## config.mk

```make
export PLATFORM = sky130hd
export DESIGN_NAME = ivs_ctrl
export DESIGN_NICKNAME = d
export VERILOG_FILES = /design/src/design/ivs_pkg.sv /design/src/design/ivs_ctrl.sv
export SDC_FILE = /design/constraint.sdc
export NUM_CORES = 1
export LEC_CHECK = 0
export BUFFER_PORTS_ARGS = -buffer_cell sky130_fd_sc_hd__buf_4
export CORE_MARGIN = 2
export CORE_UTILIZATION = 30
export DETAILED_ROUTE_END_ITERATION = 10
export PLACE_DENSITY = 0.6
export SETUP_SLACK_MARGIN = 0.05
export SYNTH_ARGS = -nofsm -noshare
export SYNTH_HDL_FRONTEND = slang
export SYNTH_SLANG_ARGS = --single-unit
```

## constraint.sdc

```tcl
create_clock -name clk -period 1.86 [get_ports clk]
set_clock_uncertainty 0.15 [all_clocks]
set_input_delay 0.093 -clock clk [delete_from_list [all_inputs] [get_ports clk]]
set_output_delay 0.093 -clock clk [all_outputs]
set_load 0.1 [all_outputs]
```

## src/design/ivs_pkg.sv

```systemverilog
// ----------------------------------------------------------------------------
// ivs_pkg
// Shared types for the indexed vector store: beat payloads, action and
// status codes, controller states, and controller/datapath command and flag
// groups.
// ----------------------------------------------------------------------------
package ivs_pkg;

    typedef enum logic [2:0] {
        ACT_PUSH   = 3'd0,
        ACT_POP    = 3'd1,
        ACT_INSERT = 3'd2,
        ACT_ERASE  = 3'd3,
        ACT_READ   = 3'd4,
        ACT_RESIZE = 3'd5
    } action_t;

    typedef enum logic [1:0] {
        ST_DONE      = 2'd0,
        ST_IGNORED   = 2'd1,
        ST_SATURATED = 2'd2
    } status_t;

    typedef struct packed {
        logic [2:0]         action;
        logic [7:0]         position;
        logic signed [31:0] value;
        logic [8:0]         target_size;
    } req_t;

    typedef struct packed {
        logic signed [31:0] read_value;
        status_t            status;
        logic [8:0]         element_count;
        logic               is_empty;
    } rsp_t;

    typedef enum logic [3:0] {
        S_IDLE,
        S_DECODE,
        S_SHIFT_UP,
        S_FLUSH_UP,
        S_PLACE,
        S_SHIFT_DN,
        S_FLUSH_DN,
        S_FILL,
        S_DONE
    } state_t;

    typedef struct packed {
        logic load;
        logic decode;
        logic shift_up;
        logic shift_dn;
        logic fill;
        logic place;
        logic shrink;
        logic emit;
    } cmd_t;

    typedef struct packed {
        logic go_up;
        logic go_dn;
        logic go_fill;
        logic at_pos;
        logic at_top;
        logic out_free;
    } flag_t;

endpackage

```

## src/design/ivs_ctrl.sv

```systemverilog
// ----------------------------------------------------------------------------
// ivs_ctrl
// Operation sequencer: latches a beat, decodes it, steps the shift or fill
// loop one entry per cycle, then hands the result to the output register.
// ----------------------------------------------------------------------------
module ivs_ctrl
    import ivs_pkg::*;
(
    input  logic  clk,
    input  logic  rst_n,
    input  logic  req_valid,
    input  flag_t flags,
    output cmd_t  cmd,
    output logic  busy
);

    state_t state_reg;
    state_t state_next;

    always_ff @(posedge clk or negedge rst_n)
    begin
        if (!rst_n)
        begin
            state_reg <= S_IDLE;
        end
        else
        begin
            state_reg <= state_next;
        end
    end

    always_comb
    begin
        state_next = state_reg;
        cmd        = '0;
        busy       = 1'b1;
        case (state_reg)
            S_IDLE:
            begin
                busy = 1'b0;
                if (req_valid)
                begin
                    cmd.load   = 1'b1;
                    state_next = S_DECODE;
                end
            end
            S_DECODE:
            begin
                cmd.decode = 1'b1;
                if (flags.go_up)
                begin
                    state_next = S_SHIFT_UP;
                end
                else if (flags.go_dn)
                begin
                    state_next = S_SHIFT_DN;
                end
                else if (flags.go_fill)
                begin
                    state_next = S_FILL;
                end
                else
                begin
                    state_next = S_DONE;
                end
            end
            S_SHIFT_UP:
            begin
                cmd.shift_up = 1'b1;
                if (flags.at_pos)
                begin
                    state_next = S_FLUSH_UP;
                end
            end
            S_FLUSH_UP:
            begin
                state_next = S_PLACE;
            end
            S_PLACE:
            begin
                cmd.place  = 1'b1;
                state_next = S_DONE;
            end
            S_SHIFT_DN:
            begin
                cmd.shift_dn = 1'b1;
                if (flags.at_top)
                begin
                    state_next = S_FLUSH_DN;
                end
            end
            S_FLUSH_DN:
            begin
                cmd.shrink = 1'b1;
                state_next = S_DONE;
            end
            S_FILL:
            begin
                cmd.fill = 1'b1;
                if (flags.at_top)
                begin
                    state_next = S_DONE;
                end
            end
            S_DONE:
            begin
                if (flags.out_free)
                begin
                    cmd.emit   = 1'b1;
                    state_next = S_IDLE;
                end
            end
            default:
            begin
                state_next = S_IDLE;
            end
        endcase
    end

endmodule

```

; Word-level counts from Yosys, hierarchy flattened
; Index checks and enable logic that the tools add are counted.
[word_totals]
out_inout_bits = 9
wordCells = 37
reg_bits = 4
input_bits = 9
[op_classes]
eq_ne = 13
reduce_logical = 3
n_mux = 20
[ops]
columns = cell, count
row1 = 4-bit 2-to-1 mux, 8
row2 = 4-bit one-hot mux with 8 select lines, 1
row3 = 4-bit by 3-bit == test with 1-bit output (second input constant), 4
row4 = 1-bit 2-to-1 mux, 11
row5 = 2-bit inequality test (second input constant), 5
row6 = 4-bit by 2-bit == test with 1-bit output (second input constant), 2
row7 = 5-bit AND reduction, 1
row8 = 4-bit by 1-bit == test with 1-bit output (second input constant), 1
row9 = 4-bit == test (second input constant), 1
row10 = 4-bit zero test, 1
row11 = 2-bit OR reduction, 1

; Longest topological paths before layout
; Gate-level depths: netlist of run 1.
[depth]
word_depth = 4
mapped_depth = 5
mapped_depth_nobuf = 4

; Worst setup path after synthesis of run 1
; No wires, ideal clock.
[synth_timing]
path_type = reg2out
startpoint = reg state_reg[2]
endpoint = out cmd[2] in the netlist's numbering
n_path_buf = 1
arrival_ns = 2.764
setup_slack_ns = -1.147
stages_incl_launch_ff = 4
path_cell_list = dfrtp_1 > buf_6 > nand2_2 > nor3_1
[synth_lines]
columns = item, line_no
row1 = "start, declared", ivs_ctrl.sv:17  ; state_t state_reg;
row2 = "start signal, assigned", ivs_ctrl.sv:28  ; state_reg <= state_next;
row3 = "end, declared", ivs_ctrl.sv:13  ; output cmd_t cmd,

==> flow_metrics.env, run 1 <==
export IMPL_fp_coreArea_mm2=0.001334
export IMPL_r2r_setup_slack_ns=0.33
export IMPL_synth_cell_types=28
export IMPL_via_count=414
export IMPL_max_freq_mhz=592.0
export IMPL_rsz0062_at_grt="false"
export IMPL_fin_area_um2=663.1
export IMPL_io_buffers=17
export IMPL_nets=78
export IMPL_synth_commonest_cells="nor2_1, nand2_1, dfrtp_1"
export IMPL_diodes=0
export IMPL_tightest_slew_ns=0.3892
export IMPL_drtAntennaViolNets=0
export IMPL_fin_crit_ns=1.689
export IMPL_hold_path_class="primary input to async pin"
export IMPL_cts_setup_buffers=0
export IMPL_fp_dieArea_mm2=0.001781
export IMPL_crit_arrival_ns=1.45
export IMPL_largest_register_ff_count=4
export IMPL_max_clock_path_buffers=2
export IMPL_crit_path_end_kind="output port"
export IMPL_grt_pass1_vias=391
export IMPL_yosysTopAreaCellShare_pct=22.86
export IMPL_synth_fp_nets=55
export IMPL_cp_max_fo=8
export IMPL_relSlewSlack_pct=74.05
export IMPL_core_rowCount=13
export IMPL_wl_per_cell_um=11.85
export IMPL_cts_sinks=4
export IMPL_grt_util_met2_pct=18.15
export IMPL_die_x_um=42.21
export IMPL_critPathKind="flip-flop to output port"
export IMPL_cts_buffers=3
export IMPL_grt_use_met1_pct=16.97
export IMPL_seq_area_frac_synth_pct=22.86
export IMPL_yosysWarnings=0
export IMPL_cts_root_buf="clkbuf_4"
export IMPL_post_route_period_util_pct=90.82
export IMPL_synth_cells=46
export IMPL_grt_total_usage_pct=12.30
export IMPL_drv_cap=0
export IMPL_ys_flop_type="dfrtp_1"
export IMPL_syn_to_final_growth_pct=51.43
export IMPL_gp_congestion=0.7279
export IMPL_dp_cells=77
export IMPL_cp_start_kind="flip-flop"
export IMPL_top_usage_layer="met2"
export IMPL_dp_hpwl_um=776.3
export IMPL_clk_latency_ns=0.23
export IMPL_gr_usage_met3_pct=3.879
export IMPL_synth_edf_count=0
export IMPL_clkSlewWorstSetupHoldPaths_ns=0.04
export IMPL_antenna_found_initial=0
export IMPL_io_pins=18
export IMPL_cts_tree="yes"
export IMPL_die_h_um=42.21
export IMPL_yosys_cell_count_top_type="nor2_1"
export IMPL_fin_util_pct=49.72
export IMPL_drc_errors=0
export IMPL_final_max_slew_viol_count=0
export IMPL_routed_wirelength_um=972
export IMPL_setup_viol=0
export IMPL_ys_ff_latch=4
export IMPL_worstPathRequired_ns=1.62
export IMPL_first_iter_violations=10
export IMPL_drt_first_pass_iters=4
export IMPL_synth_largest_area_cell="dfrtp_1"
export IMPL_hold_violations=0
export IMPL_grt_max_degree=11
export IMPL_initial_core_util_pct=32.83
export IMPL_grt_overflow=0
export IMPL_outcome="finished clean"
export IMPL_fillers=132
export IMPL_fin_cells=82
export IMPL_avgSynthCellArea_um2=9.520
export IMPL_via_per_inst=5.049
export IMPL_syn_area_um2=437.9
export IMPL_grt_pass1_wl_mm=1.690
export IMPL_cts_max_level=1
export IMPL_synthTopCellsByArea="dfrtp_1, nand2b_4, nor2_1"
export IMPL_async_reset_ff_share_pct=100.0
export IMPL_drive_gt1_share_pct=64.18
export IMPL_place_area_um2=615.6
-- final timing paths --
kind / cells past startpoint / startpoint / endpoint
hold / removal: 2 / rst_n / state_reg[3]
max in group asynchronous: 2 / rst_n / state_reg[0]
setup reg to reg: 4 / state_reg[1] / state_reg[3]
hold reg to reg: 2 / state_reg[3] / state_reg[3]
setup / recovery: 3 / state_reg[1] / cmd[0]
min in group clk: 3 / flags[1] / state_reg[0]
-- cells in the final DEF (no fill, tap or decap), drive strengths merged --
cell type / instances
clkinv: 1
nand2b: 3
o311ai: 2
dlygate4sd3: 2
a32o: 1
buf: 19
a211oi: 1
or2: 1
and3: 2
nor3: 4
a22oi: 1
o31ai: 1
o22ai: 2
inv: 1
nand3b: 1
clkbuf: 3
a21oi: 1
nor2: 7
o21bai: 1
nand2: 6
and2: 1
o2111ai: 1
nor4: 1
dfrtp: 4
-- cell type report --
| type | count | area (µm²) | share of cell area (%) |
|---|---|---|---|
| sequential | 4 | 101.3 | 15.28 |
| inverter | 2 | 7.507 | 1.132 |
| timing repair buffer | 21 | 166.4 | 25.09 |
| multi-input combinational | 37 | 346.6 | 52.26 |
| clock buffer | 3 | 22.52 | 3.396 |
| tap | 15 | 18.77 | 2.830 |
-- cell families after synthesis --
family                 count (synthesis)  share of synthesized area, %
buffers and inverters                  5                         8.570
and+or+nand+nor                       26                         40.86
AOI/OAI and AO/OA                     11                         27.72
DFF                                    4                         22.86
-- critical path, cell delays in order, from the launching register on --
cell	delay, ns
dfrtp_1	0.50
nor3_2	0.28
and3_2	0.22
buf_6	0.22
-- stage by stage --
stage | setup slack [ns] | TNS [ns] | hold WS (ns)
after CTS | 0.1060 | 0 | 0.03363
after global routing | 0.06469 | 0 | 0.05321
after global placement | 0.3100 | 0 | -0.2588
after floorplan | -0.1174 | -0.1665 | -0.3526
after detailed placement | 0.3005 | 0 | -0.2594
final | 0.1708 | 0 | 0.04219
-- per-layer routing --
layer	part of all wire, %	up-vias	wire length [µm]
met5	0	-	0
met4	0	0	0
met3	5.2	0	51
met2	48	13	464
met1	47	190	456
li1	-	211	-
-- timing repair --
action                                  4_1_cts  5_1_grt
hold buffers                                  2        0
gates cloned                                  0        0
endpoints found under the setup margin        1        1
resized for setup                             1        1
hold endpoints to repair                      5        0
Power of run 1 is left out: the tool's default activity adds up to more than one toggle a clock period on the data nets, which glitch-free logic cannot reach.
==> run 2: changes to the inputs <==
--- a/config.mk
+++ b/config.mk
@@ -6,7 +6,6 @@
 export NUM_CORES = 1
 export LEC_CHECK = 0
 export BUFFER_PORTS_ARGS = -buffer_cell sky130_fd_sc_hd__buf_4
-export CORE_MARGIN = 2
 export CORE_UTILIZATION = 30
 export DETAILED_ROUTE_END_ITERATION = 10
 export PLACE_DENSITY = 0.6
==> flow_metrics.env, run 2 (synthesis results as in run 1) <==
export IMPL_outcome="finished clean"
export IMPL_max_clock_path_buffers=2
export IMPL_grt_util_met2_pct=24.60
export IMPL_drc_errors=0
export IMPL_post_route_period_util_pct=91.02
export IMPL_critPathKind="flip-flop to output port"
export IMPL_drtAntennaViolNets=0
export IMPL_final_max_slew_viol_count=0
export IMPL_via_per_inst=5.207
export IMPL_hold_ws_ns=0.03515
export IMPL_cp_max_fo=8
export IMPL_antenna_found_initial=0
export IMPL_cts_sinks=4
export IMPL_dp_hpwl_um=819.7
export IMPL_grt_max_degree=11
export IMPL_first_iter_violations=5
export IMPL_fp_dieArea_mm2=0.001616
export IMPL_final_cell_mix="buf_4, nand2_1, nor3_4, nor2_1, clkbuf_4"
export IMPL_r2r_setup_slack_ns=0.29
export IMPL_drive_gt1_share_pct=65.67
export IMPL_clk_latency_ns=0.24
export IMPL_path_cells="nor3_4 > and3_2 > buf_6"
export IMPL_max_freq_mhz=590.7
export IMPL_nets=78
export IMPL_die_h_um=40.21
export IMPL_hold_path_class="primary input to async pin"
export IMPL_worst_path_largest_cell_delay_ns=0.51
export IMPL_gp_congestion=0.7313
export IMPL_worstPathRequired_ns=1.62
export IMPL_worstReg2RegStart="state_reg[1]"
export IMPL_grt_pass1_wl_mm=1.614
export IMPL_multi_input_area_um2=352.8
export IMPL_cts_root_buf="clkbuf_4"
export IMPL_relSlewSlack_pct=72.50
export IMPL_setup_viol=0
export IMPL_cts_tree="yes"
export IMPL_core_rowCount=13
export IMPL_fin_crit_ns=1.693
export IMPL_via_count=427
export IMPL_critPathSlowestCell="dfrtp_1"
export IMPL_cts_max_level=1
export IMPL_fillers=125
export IMPL_worstRegToRegCells=4
export IMPL_drv_cap=0
export IMPL_initial_core_util_pct=32.83
export IMPL_crit_path_end_kind="output port"
export IMPL_tightest_slew_ns=0.4125
export IMPL_largest_register_ff_count=4
export IMPL_cts_setup_buffers=0
export IMPL_grt_overflow=0
export IMPL_wl_per_cell_um=11.99
export IMPL_io_buffers=17
export IMPL_seq_area_um2=102.6
export IMPL_diodes=0
export IMPL_crit_arrival_ns=1.45
export IMPL_grt_pass1_vias=366
export IMPL_cts_buffers=3
export IMPL_syn_to_final_growth_pct=56.00
export IMPL_r2r_end="state_reg[3]"
export IMPL_routed_wirelength_um=983
export IMPL_cp_start_kind="flip-flop"
export IMPL_grt_use_met1_pct=19.66
export IMPL_mostFrequentLayoutCell="buf_4"
export IMPL_gr_usage_met3_pct=5.000
export IMPL_clkSlewWorstSetupHoldPaths_ns=0.04
export IMPL_fp_coreArea_mm2=0.001334
export IMPL_grt_total_usage_pct=15.46
export IMPL_rsz0062_at_grt="false"
export IMPL_hold_violations=0
export IMPL_top_usage_layer="met2"
export IMPL_io_pins=18
export IMPL_die_x_um=40.21
export IMPL_drt_first_pass_iters=3
## run 2: cell counts in the layout (fill, tap and decap cells not counted)
Identical to the previous run, type by type.
## run 2: area by class of cell
class | count | area share [%]
clock buffer | 3 | 3.297
tap | 15 | 2.747
sequential | 4 | 15.02
timing repair buffer | 21 | 26.19
multi-input combinational | 37 | 51.65
inverter | 2 | 1.099
## run 2: critical path: cells and delay by family, from the launching register on
kind          cells  cell delay [ns]
simple gates      2             0.47
buf+inv           1             0.22
flops             1             0.51
## run 2: repair_timing
item / CTS / global route
pin swaps: 0 / 0
hold buffers: 2 / 0
endpoints found under the hold margin: 5 / 0
cloned: 0 / 0
setup endpoints to repair: 1 / 6
gates resized for setup: 1 / 3
## run 2: per-stage QoR
| step | TNS, ns | cell area [µm²] | cells | setup slack [ns] | util [%] |
|---|---|---|---|---|---|
| after floorplan | -0.1665 | 484.2 | 46 | -0.1174 | - |
| after global placement | 0 | 628.1 | 77 | 0.3049 | 47.09 |
| after detailed placement | 0 | 628.1 | 77 | 0.2808 | 47.09 |
| after CTS | 0 | 676.9 | 82 | 0.03107 | 50.75 |
| after global routing | 0 | 683.2 | 82 | 0.08785 | 51.22 |
| final | 0 | 683.2 | 82 | 0.1670 | 51.22 |
## run 2: routing by layer
| metal | routed length [µm] | up-vias |
|---|---|---|
| met2 | 468 | 12 |
| li1 | - | 212 |
| met4 | 16 | 0 |
| met5 | 0 | - |
| met3 | 43 | 2 |
| met1 | 455 | 201 |
## run 2: worst max path at each step
stage                       from           end  slack [ns]  depth (start not counted)
finish              state_reg[1]        cmd[0]        0.17                          3
global route        state_reg[1]        cmd[0]        0.09                          3
CTS                 state_reg[2]        cmd[2]        0.03                          3
detailed placement  state_reg[0]        cmd[0]        0.28                          3
global placement    state_reg[0]        cmd[0]        0.30                          3
floorplan           state_reg[0]  state_reg[1]       -0.12                          5
Power of run 2 is left out for the same reason.
